<file path="src/rtl/core/ils_pkg.sv">
// Shared constants, codes and controller/datapath interface types for the list store.
package ils_pkg;

  localparam int CAPACITY  = 64;
  localparam int ELEM_BITS = 32;
  localparam int IDX_BITS  = $clog2(CAPACITY);
  localparam int CNT_BITS  = $clog2(CAPACITY + 1);
  localparam int OP_BITS   = 3;
  localparam int POS_BITS  = 6;
  localparam int DATA_BITS = 32;
  localparam int S_TDATA_BITS = 40;
  localparam int M_TDATA_BITS = 16;

  typedef enum logic [OP_BITS-1:0] {
    OP_APPEND  = 3'd0,
    OP_INSERT  = 3'd1,
    OP_REMOVE  = 3'd2,
    OP_REPLACE = 3'd3,
    OP_FIND    = 3'd4,
    OP_CLEAR   = 3'd5
  } opcode_t;

  typedef enum logic [3:0] {
    S_IDLE,
    S_EXEC,
    S_UP_RD,
    S_UP_WR,
    S_DN_RD,
    S_DN_WR,
    S_FIND_RD,
    S_FIND_CMP,
    S_DONE
  } state_t;

  typedef enum logic [1:0] {
    RA_PREV,
    RA_NEXT,
    RA_PTR
  } rd_sel_t;

  typedef enum logic [1:0] {
    WA_COUNT,
    WA_POS,
    WA_PTR
  } wr_sel_t;

  typedef enum logic {
    WD_VALUE,
    WD_RDATA
  } wd_sel_t;

  typedef enum logic [1:0] {
    PI_ZERO,
    PI_POS,
    PI_COUNT
  } ptr_sel_t;

  typedef struct packed {
    logic     load;
    logic     ptr_init;
    ptr_sel_t ptr_sel;
    logic     ptr_inc;
    logic     ptr_dec;
    logic     rd_en;
    rd_sel_t  rd_sel;
    logic     wr_en;
    wr_sel_t  wr_sel;
    wd_sel_t  wd_sel;
    logic     count_inc;
    logic     count_dec;
    logic     count_clr;
    logic     set_res;
    logic     res_ok;
    logic     res_found;
    logic     out_load;
  } cmd_t;

  typedef struct packed {
    logic [OP_BITS-1:0] op;
    logic               full;
    logic               pos_lt_count;
    logic               ptr_eq_pos;
    logic               dn_end;
    logic               scan_end;
    logic               match;
    logic               out_busy;
  } status_t;

endpackage

</file>
<file path="src/rtl/core/indexed_list_store.sv">
// Top level of the indexed list store: stream ports, controller and datapath.
//
// Ordered list of up to 64 elements of 32 bits held in a single-port-write,
// single-port-read memory. Each input item on the s_ channel carries an
// operation (append, insert, remove, replace, find, clear), a position and
// an element; each produces exactly one result item on the m_ channel with
// ok, found_index and the entry count after the operation.
// An item is taken only while the block is idle. Append, replace, clear,
// failed and unused operations finish without a loop; insert below the
// count, remove and find run a shift or scan loop that reads each entry
// through the registered memory read before writing or comparing it.
// The next item may be accepted in the cycle after the result is loaded,
// even while that result still waits in the output register.
// If m_tready is low the result is held; a further finished result waits
// in the controller until the output register empties.
// Reset (rst, synchronous) empties the list and drops any pending result;
// the memory itself is not cleared.
module indexed_list_store (
  input  logic                               clk,
  input  logic                               rst,
  input  logic                               s_tvalid,
  output logic                               s_tready,
  // [5:0] position, [37:6] element, [39:38] zero
  input  logic [ils_pkg::S_TDATA_BITS-1:0]   s_tdata,
  // [2:0] opcode
  input  logic [ils_pkg::OP_BITS-1:0]        s_tuser,
  output logic                               m_tvalid,
  input  logic                               m_tready,
  // [0] ok, [6:1] found_index, [13:7] count, [15:14] zero
  output logic [ils_pkg::M_TDATA_BITS-1:0]   m_tdata
);

  ils_pkg::cmd_t    cmd;
  ils_pkg::status_t status;

  ils_ctrl u_ctrl (
    .clk      (clk),
    .rst      (rst),
    .in_valid (s_tvalid),
    .in_ready (s_tready),
    .status   (status),
    .cmd      (cmd)
  );

  ils_datapath u_datapath (
    .clk      (clk),
    .rst      (rst),
    .cmd      (cmd),
    .status   (status),
    .in_op    (s_tuser),
    .in_pos   (s_tdata[ils_pkg::POS_BITS-1:0]),
    .in_elem  (s_tdata[ils_pkg::POS_BITS +: ils_pkg::DATA_BITS]),
    .m_tvalid (m_tvalid),
    .m_tready (m_tready),
    .m_tdata  (m_tdata)
  );

endmodule

</file>
<file path="src/rtl/core/ils_ctrl.sv">
// Sequencer for list operations: issues memory, pointer and count commands.
module ils_ctrl (
  input  logic             clk,
  input  logic             rst,
  input  logic             in_valid,
  output logic             in_ready,
  input  ils_pkg::status_t status,
  output ils_pkg::cmd_t    cmd
);

  ils_pkg::state_t state, state_next;

  always_ff @(posedge clk) begin
    if (rst) begin
      state <= ils_pkg::S_IDLE;
    end else begin
      state <= state_next;
    end
  end

  always_comb begin
    state_next = state;
    in_ready   = 1'b0;
    cmd        = '0;
    cmd.ptr_sel = ils_pkg::PI_ZERO;
    cmd.rd_sel  = ils_pkg::RA_PTR;
    cmd.wr_sel  = ils_pkg::WA_PTR;
    cmd.wd_sel  = ils_pkg::WD_VALUE;
    case (state)
      ils_pkg::S_IDLE: begin
        in_ready = 1'b1;
        if (in_valid) begin
          cmd.load   = 1'b1;
          state_next = ils_pkg::S_EXEC;
        end
      end
      ils_pkg::S_EXEC: begin
        cmd.set_res = 1'b1;
        state_next  = ils_pkg::S_DONE;
        case (status.op)
          ils_pkg::OP_APPEND: begin
            if (!status.full) begin
              cmd.wr_en     = 1'b1;
              cmd.wr_sel    = ils_pkg::WA_COUNT;
              cmd.count_inc = 1'b1;
              cmd.res_ok    = 1'b1;
            end
          end
          ils_pkg::OP_INSERT: begin
            if (!status.full) begin
              if (!status.pos_lt_count) begin
                cmd.wr_en     = 1'b1;
                cmd.wr_sel    = ils_pkg::WA_COUNT;
                cmd.count_inc = 1'b1;
                cmd.res_ok    = 1'b1;
              end else begin
                cmd.set_res  = 1'b0;
                cmd.ptr_init = 1'b1;
                cmd.ptr_sel  = ils_pkg::PI_COUNT;
                state_next   = ils_pkg::S_UP_RD;
              end
            end
          end
          ils_pkg::OP_REMOVE: begin
            if (status.pos_lt_count) begin
              cmd.set_res  = 1'b0;
              cmd.ptr_init = 1'b1;
              cmd.ptr_sel  = ils_pkg::PI_POS;
              state_next   = ils_pkg::S_DN_RD;
            end
          end
          ils_pkg::OP_REPLACE: begin
            if (status.pos_lt_count) begin
              cmd.wr_en  = 1'b1;
              cmd.wr_sel = ils_pkg::WA_POS;
              cmd.res_ok = 1'b1;
            end
          end
          ils_pkg::OP_FIND: begin
            cmd.set_res  = 1'b0;
            cmd.ptr_init = 1'b1;
            cmd.ptr_sel  = ils_pkg::PI_ZERO;
            state_next   = ils_pkg::S_FIND_RD;
          end
          ils_pkg::OP_CLEAR: begin
            cmd.count_clr = 1'b1;
            cmd.res_ok    = 1'b1;
          end
          default: begin
          end
        endcase
      end
      ils_pkg::S_UP_RD: begin
        if (status.ptr_eq_pos) begin
          cmd.wr_en     = 1'b1;
          cmd.wr_sel    = ils_pkg::WA_POS;
          cmd.count_inc = 1'b1;
          cmd.set_res   = 1'b1;
          cmd.res_ok    = 1'b1;
          state_next    = ils_pkg::S_DONE;
        end else begin
          cmd.rd_en  = 1'b1;
          cmd.rd_sel = ils_pkg::RA_PREV;
          state_next = ils_pkg::S_UP_WR;
        end
      end
      ils_pkg::S_UP_WR: begin
        cmd.wr_en   = 1'b1;
        cmd.wr_sel  = ils_pkg::WA_PTR;
        cmd.wd_sel  = ils_pkg::WD_RDATA;
        cmd.ptr_dec = 1'b1;
        state_next  = ils_pkg::S_UP_RD;
      end
      ils_pkg::S_DN_RD: begin
        if (status.dn_end) begin
          cmd.count_dec = 1'b1;
          cmd.set_res   = 1'b1;
          cmd.res_ok    = 1'b1;
          state_next    = ils_pkg::S_DONE;
        end else begin
          cmd.rd_en  = 1'b1;
          cmd.rd_sel = ils_pkg::RA_NEXT;
          state_next = ils_pkg::S_DN_WR;
        end
      end
      ils_pkg::S_DN_WR: begin
        cmd.wr_en   = 1'b1;
        cmd.wr_sel  = ils_pkg::WA_PTR;
        cmd.wd_sel  = ils_pkg::WD_RDATA;
        cmd.ptr_inc = 1'b1;
        state_next  = ils_pkg::S_DN_RD;
      end
      ils_pkg::S_FIND_RD: begin
        if (status.scan_end) begin
          cmd.set_res = 1'b1;
          state_next  = ils_pkg::S_DONE;
        end else begin
          cmd.rd_en  = 1'b1;
          cmd.rd_sel = ils_pkg::RA_PTR;
          state_next = ils_pkg::S_FIND_CMP;
        end
      end
      ils_pkg::S_FIND_CMP: begin
        if (status.match) begin
          cmd.set_res   = 1'b1;
          cmd.res_ok    = 1'b1;
          cmd.res_found = 1'b1;
          state_next    = ils_pkg::S_DONE;
        end else begin
          cmd.ptr_inc = 1'b1;
          state_next  = ils_pkg::S_FIND_RD;
        end
      end
      ils_pkg::S_DONE: begin
        if (!status.out_busy) begin
          cmd.out_load = 1'b1;
          state_next   = ils_pkg::S_IDLE;
        end
      end
      default: begin
        state_next = ils_pkg::S_IDLE;
      end
    endcase
  end

endmodule

</file>
<file path="src/rtl/core/ils_datapath.sv">
// Entry memory, count, scan pointer, operand and result registers of the list store.
module ils_datapath (
  input  logic                              clk,
  input  logic                              rst,
  input  ils_pkg::cmd_t                     cmd,
  output ils_pkg::status_t                  status,
  input  logic [ils_pkg::OP_BITS-1:0]       in_op,
  input  logic [ils_pkg::POS_BITS-1:0]      in_pos,
  input  logic [ils_pkg::DATA_BITS-1:0]     in_elem,
  output logic                              m_tvalid,
  input  logic                              m_tready,
  output logic [ils_pkg::M_TDATA_BITS-1:0]  m_tdata
);

  localparam int CW = ils_pkg::CNT_BITS;
  localparam int IW = ils_pkg::IDX_BITS;
  localparam int EW = ils_pkg::ELEM_BITS;
  localparam int PW = ils_pkg::POS_BITS;

  logic [EW-1:0] mem [ils_pkg::CAPACITY];
  logic [EW-1:0] rdata;

  logic [ils_pkg::OP_BITS-1:0] op;
  logic [PW-1:0]               pos;
  logic [EW-1:0]               value;
  logic [CW-1:0]               count;
  logic [CW-1:0]               ptr;
  logic                        res_ok;
  logic [PW-1:0]               res_found;

  logic [CW-1:0] pos_ext;
  logic [CW-1:0] rd_addr;
  logic [CW-1:0] wr_addr;
  logic [EW-1:0] wr_data;

  assign pos_ext = CW'(pos);

  always_comb begin
    case (cmd.rd_sel)
      ils_pkg::RA_PREV: rd_addr = ptr - CW'(1);
      ils_pkg::RA_NEXT: rd_addr = ptr + CW'(1);
      default:          rd_addr = ptr;
    endcase
    case (cmd.wr_sel)
      ils_pkg::WA_COUNT: wr_addr = count;
      ils_pkg::WA_POS:   wr_addr = pos_ext;
      default:           wr_addr = ptr;
    endcase
    wr_data = (cmd.wd_sel == ils_pkg::WD_RDATA) ? rdata : value;
  end

  always_ff @(posedge clk) begin
    if (cmd.wr_en) begin
      mem[wr_addr[IW-1:0]] <= wr_data;
    end
    if (cmd.rd_en) begin
      rdata <= mem[rd_addr[IW-1:0]];
    end
  end

  always_ff @(posedge clk) begin
    if (cmd.load) begin
      op    <= in_op;
      pos   <= in_pos;
      value <= in_elem[EW-1:0];
    end
    if (cmd.ptr_init) begin
      case (cmd.ptr_sel)
        ils_pkg::PI_POS:   ptr <= pos_ext;
        ils_pkg::PI_COUNT: ptr <= count;
        default:           ptr <= '0;
      endcase
    end else if (cmd.ptr_inc) begin
      ptr <= ptr + CW'(1);
    end else if (cmd.ptr_dec) begin
      ptr <= ptr - CW'(1);
    end
    if (cmd.set_res) begin
      res_ok    <= cmd.res_ok;
      res_found <= cmd.res_found ? ptr[PW-1:0] : '0;
    end
  end

  always_ff @(posedge clk) begin
    if (rst) begin
      count <= '0;
    end else if (cmd.count_clr) begin
      count <= '0;
    end else if (cmd.count_inc) begin
      count <= count + CW'(1);
    end else if (cmd.count_dec) begin
      count <= count - CW'(1);
    end
  end

  // output item register
  always_ff @(posedge clk) begin
    if (rst) begin
      m_tvalid <= 1'b0;
    end else if (cmd.out_load) begin
      m_tvalid <= 1'b1;
    end else if (m_tready) begin
      m_tvalid <= 1'b0;
    end
  end

  always_ff @(posedge clk) begin
    if (cmd.out_load) begin
      m_tdata <= {{(ils_pkg::M_TDATA_BITS - 1 - PW - CW){1'b0}}, count, res_found, res_ok};
    end
  end

  always_comb begin
    status.op           = op;
    status.full         = (count == CW'(ils_pkg::CAPACITY));
    status.pos_lt_count = (pos_ext < count);
    status.ptr_eq_pos   = (ptr == pos_ext);
    status.dn_end       = ((ptr + CW'(1)) >= count);
    status.scan_end     = (ptr >= count);
    status.match        = (rdata == value);
    status.out_busy     = m_tvalid && !m_tready;
  end

  a_count_bound: assert property (@(posedge clk) disable iff (rst)
    count <= CW'(ils_pkg::CAPACITY))
    else $error("entry count beyond capacity");

  a_inc_not_full: assert property (@(posedge clk) disable iff (rst)
    cmd.count_inc |-> count < CW'(ils_pkg::CAPACITY))
    else $error("count increment on a full list");

  a_dec_not_empty: assert property (@(posedge clk) disable iff (rst)
    cmd.count_dec |-> count != '0)
    else $error("count decrement on an empty list");

  a_write_in_list: assert property (@(posedge clk) disable iff (rst)
    cmd.wr_en |-> (wr_addr <= count) && (wr_addr < CW'(ils_pkg::CAPACITY)))
    else $error("entry write beyond end of list");

  a_no_overrun: assert property (@(posedge clk) disable iff (rst)
    cmd.out_load |-> !(m_tvalid && !m_tready))
    else $error("result loaded over a stalled item");

endmodule

</file>
<file path="config.mk">
export PLATFORM = sky130hd
export DESIGN_NAME = indexed_list_store
export DESIGN_NICKNAME = d
export VERILOG_FILES = /design/src/rtl/core/ils_pkg.sv /design/src/rtl/core/indexed_list_store.sv /design/src/rtl/core/ils_ctrl.sv /design/src/rtl/core/ils_datapath.sv
export SDC_FILE = /design/constraint.sdc
export NUM_CORES = 2
export LEC_CHECK = 0
export ABC_CLOCK_PERIOD_IN_PS = 8900
export CORE_MARGIN = 2
export CORE_UTILIZATION = 35
export CTS_CLUSTER_DIAMETER = 200
export DETAILED_ROUTE_END_ITERATION = 12
export DONT_BUFFER_PORTS = 1
export GPL_TIMING_DRIVEN = 0
export PLACE_DENSITY_LB_ADDON = 0.3
export SETUP_SLACK_MARGIN = 0.05
export SYNTH_ARGS = -nofsm -noshare
export SYNTH_HDL_FRONTEND = slang
export SYNTH_SLANG_ARGS = --single-unit
</file>
<file path="constraint.sdc">
create_clock -name clk -period 8.9 [get_ports clk]
set_input_delay 1.335 -clock clk [delete_from_list [all_inputs] [get_ports clk]]
set_output_delay 1.335 -clock clk [all_outputs]
set_load 0.005 [all_outputs]
</file>
==> results by group <==
Status
  • Outcome: complete, but fails checks
  • Failing checks: capacitance limit, slew limit

Cells and area
  • Total of fill cells in the finished design: ~23000
  • Nets: about 6700
  • Multi-input logic area: 21000 µm²
  • Layout Cells excl Fill: slightly above 10000
  • Utilization after layout: between 40% and 50%
  • Fraction of layout cells with a size suffix above 1: 11.5%
  • Area Overhead vs Synth: 16.4%
  • Register area: 64800 µm²
  • Fin area: about 100000 µm²

Detailed routing
  • Starting DRT DRC Count: 8152
  • Via count: ~57000
  • Routed wire length: between 200 and 300 mm
  • DR DRC count: 0
  • DRT antenna net count: 0
  • Routed len/inst: about 28 µm
  • Vias per std cell: approximately 5.6
  • DR pass1 iterations: 6

Die
  • Chip height: 503 µm
  • Die X: 503 µm
  • Core Region: between 200000 and 250000 µm²
  • Row cnt: between 150 and 200
  • Io pins: 65
  • Die area: roughly 250000 µm²
  • Initial Util: 35.1%

Yosys
  • Post-synth EDFFs: about 2100
  • Mapped Avg Cell Area: 13.9 µm²
  • Post-Syn Area: roughly 87000 µm²
  • Seq cells post-synth: roughly 2200
  • Synth Warn #: 0
  • Area contributors post-synth: edfxtp_1 74%, nand2_1 5.8%, a211oi_1 3.2%
  • Post-synthesis cell count: 6271
  • FFs w/ async S/R, synth: 0%
  • Post-synthesis mux area share: roughly 1.3%
  • Cell variety after synth: 82
  • Sequential share of the synthesized area: 74.4%
  • Synth top cells by count: 2149 x edfxtp_1, 1344 x nand2_1, 375 x a211oi_1, 317 x nand3_1, 291 x and3_1
  • Adder-Cell Fraction of Synth Area: less than 1%
  • Top-count cell post-synth: edfxtp_1
  • Post-Synth Simple-Gate Area: about an eighth
  • Leading register cell type out of synthesis: edfxtp_1
  • Top cell type's share of synthesized area: approximately three quarters
  • Combinational family with the most area after synthesis: simple AND/OR/NAND/NOR gates
  • Area leader, netlist: edfxtp_1
  • Compound-Gate Fraction of Synth Area: a little under 9%
  • XOR/XNOR Fraction of Synth Area: 0.572%

Placed design
  • Area after DPL: 94200 µm²
  • Placed instance count: 9729
  • PortBufs: 0
  • Hpwl dp: between 200 and 250 mm
  • Routability cong.: 0.937

Clock tree
  • Post-CTS Resized: 0
  • Clk sink count: around 2200
  • Hold Buf Count CTS: 0
  • Clk_lat worst skew: a little under 0.9 ns
  • TritonCTS clock tree: yes
  • Htree depth: 4
  • CTS Buf Count: 219
  • Clock transition at path regs: ~0.070 ns
  • CTS Buffer Depth: 3
  • # Post-CTS Setup Buffers: 0
  • CTS root buf: clkbuf_16

Setup path
  • Worst EP arrival: around 8.7 ns
  • Cell repeated most along the worst path: clkbuf_1
  • WS Path Type: register to register
  • Slowest cell on crit path: o311ai_1
  • CP endpoint kind: register
  • CP Launch Type: register
  • Max incr delay on CP: between 1 and 1.5 ns
  • CP delay by family, top: buffers and inverters
  • Max Fanout on Critical Path: 10
  • Crit path cell chain: buf_1 > and3_1 > nand3_1 > xnor2_1 > ha_1 > nand4_1 > o21a_1 > buf_2 > o311ai_1 > clkbuf_1 > clkbuf_1 > clkbuf_1 > a311oi_1 > nor2_1 > and4_1
  • CP bufs+invs: 5
  • CP required: between 9 and 10 ns

STA
  • Final Setup Violations: 0
  • RSZ-0062 raised after global routing: false
  • Final Cycle Share: approximately nine tenths
  • Least-Margin Pin Slew: ~1.6 ns
  • Max Transition Viols Final: 14
  • WHS: about 0.42 ns
  • Skew final: around 0.047 ns
  • Tmin final: about 8.0 ns
  • Slew margin rel.: -4.57%
  • Final Hold Fails: 0
  • Fmax: roughly 0.12 GHz

Global routing
  • Global route total overflow: 0
  • Initial antenna violation count: 38
  • Largest net degree at the start of global routing: 65
  • Global-route wire length before repair: 401 mm
  • Vias in the first global route: 54000
  • Total GRT Usage: between 20 and 25%

Power
  • Leak pwr: 0.0333 µW
  • Worst VDD drop: between 0.2 and 0.25 mV
  • PwrDens: about 260 nW/µm²
  • Tot Pwr: between 20000 and 30000 µW

Min path
  • Hold Path Class: register to register

Job
  • Max cap viols: 6
[state kept, by name, indices dropped and copies added (netlist names), 6 cells and up]
signal	count
u_datapath.ptr	7
u_datapath.m_tdata	14
u_datapath.pos	6
u_datapath.mem	2048
u_datapath.value	32
u_datapath.count	7
u_datapath.rdata	32
u_datapath.res_found	6
[report_power, final]
part	leakage, µW	internal (µW)	switching [µW]
logic	0.0105	1180	3850
registers	0.0194	11900	92.2
clock network	0.00341	5170	3930
[per-stage QoR]
step,setup slack [ns],setup TNS [ns]
after floorplan,2.52,0
after global placement,-0.911,-51.86
after detailed placement,1.24,0
after CTS,1.21,0
after global routing,0.914,0
final,0.872,0
[layer usage]
metal	wire, µm	track usage (%)	up-vias
met1	118000	30.9	28700
met3	27800	3.80	480
met4	13900	10.4	0
met5	0	0	-
li1	-	-	24700
met2	128000	34.0	3123
[placed cells by master (no fill, tap or decap), drive strengths merged, types with 6 or more instances in the layout]
| cell | count |
|---|---|
| a211oi | 375 |
| a21boi | 31 |
| a21o | 12 |
| a21oi | 145 |
| a22oi | 7 |
| a311oi | 69 |
| a31oi | 222 |
| and3 | 291 |
| and4 | 30 |
| buf | 344 |
| bufinv | 19 |
| clkbuf | 495 |
| clkinv | 94 |
| clkinvlp | 7 |
| dfxtp | 12 |
| diode | 73 |
| edfxtp | 2149 |
| ha | 28 |
| inv | 26 |
| mux2i | 104 |
| nand2 | 1345 |
| nand2b | 9 |
| nand3 | 318 |
| nand4 | 12 |
| nor2 | 217 |
| nor3 | 48 |
| nor4 | 45 |
| o211ai | 6 |
| o21ai | 83 |
| o221a | 34 |
| o221ai | 6 |
| o22ai | 94 |
| or3 | 8 |
| xnor2 | 16 |
| xor2 | 40 |
[cells by family (layout without fill, tap and decap cells)]
group / count (synthesis) / after routing
other: 1 / 75
AND/OR/NAND/NOR: 2344 / 2344
adder cells (fa/ha/maj): 29 / 29
multiplexers: 108 / 108
AO/OA/AOI/OAI: 1114 / 1114
XOR/XNOR: 56 / 56
buffers and inverters: 458 / 985
flip-flops: 2161 / 2161
[worst paths after layout]
kind                                    startpoint                         endpoint  slack [ns]  depth (start not counted)
max                    u_datapath.ptr[3]$_DFFE_PP_   u_datapath.rdata[22]$_DFFE_PP_        0.87                         15
min          u_datapath.res_found[0]$_SDFFCE_PN0P_  u_datapath.m_tdata[1]$_DFFE_PP_        0.42                          0
max reg2reg            u_datapath.ptr[3]$_DFFE_PP_   u_datapath.rdata[22]$_DFFE_PP_        0.87                         15
min reg2reg  u_datapath.res_found[0]$_SDFFCE_PN0P_  u_datapath.m_tdata[1]$_DFFE_PP_        0.42                          0
[final cells by class]
type	instances	share of cell area, %
Clock buffer	275	5.75
Antenna cell	73	0.180
Clock inverter	125	1.19
Tap cell	3330	4.11
Multi-Input combinational cell	3653	20.7
Buffer	437	2.01
Sequential cell	2161	63.9
Inverter	21	0.0777
Timing Repair Buffer	127	2.14
No activity file was read; power rests on OpenSTA's default activity.
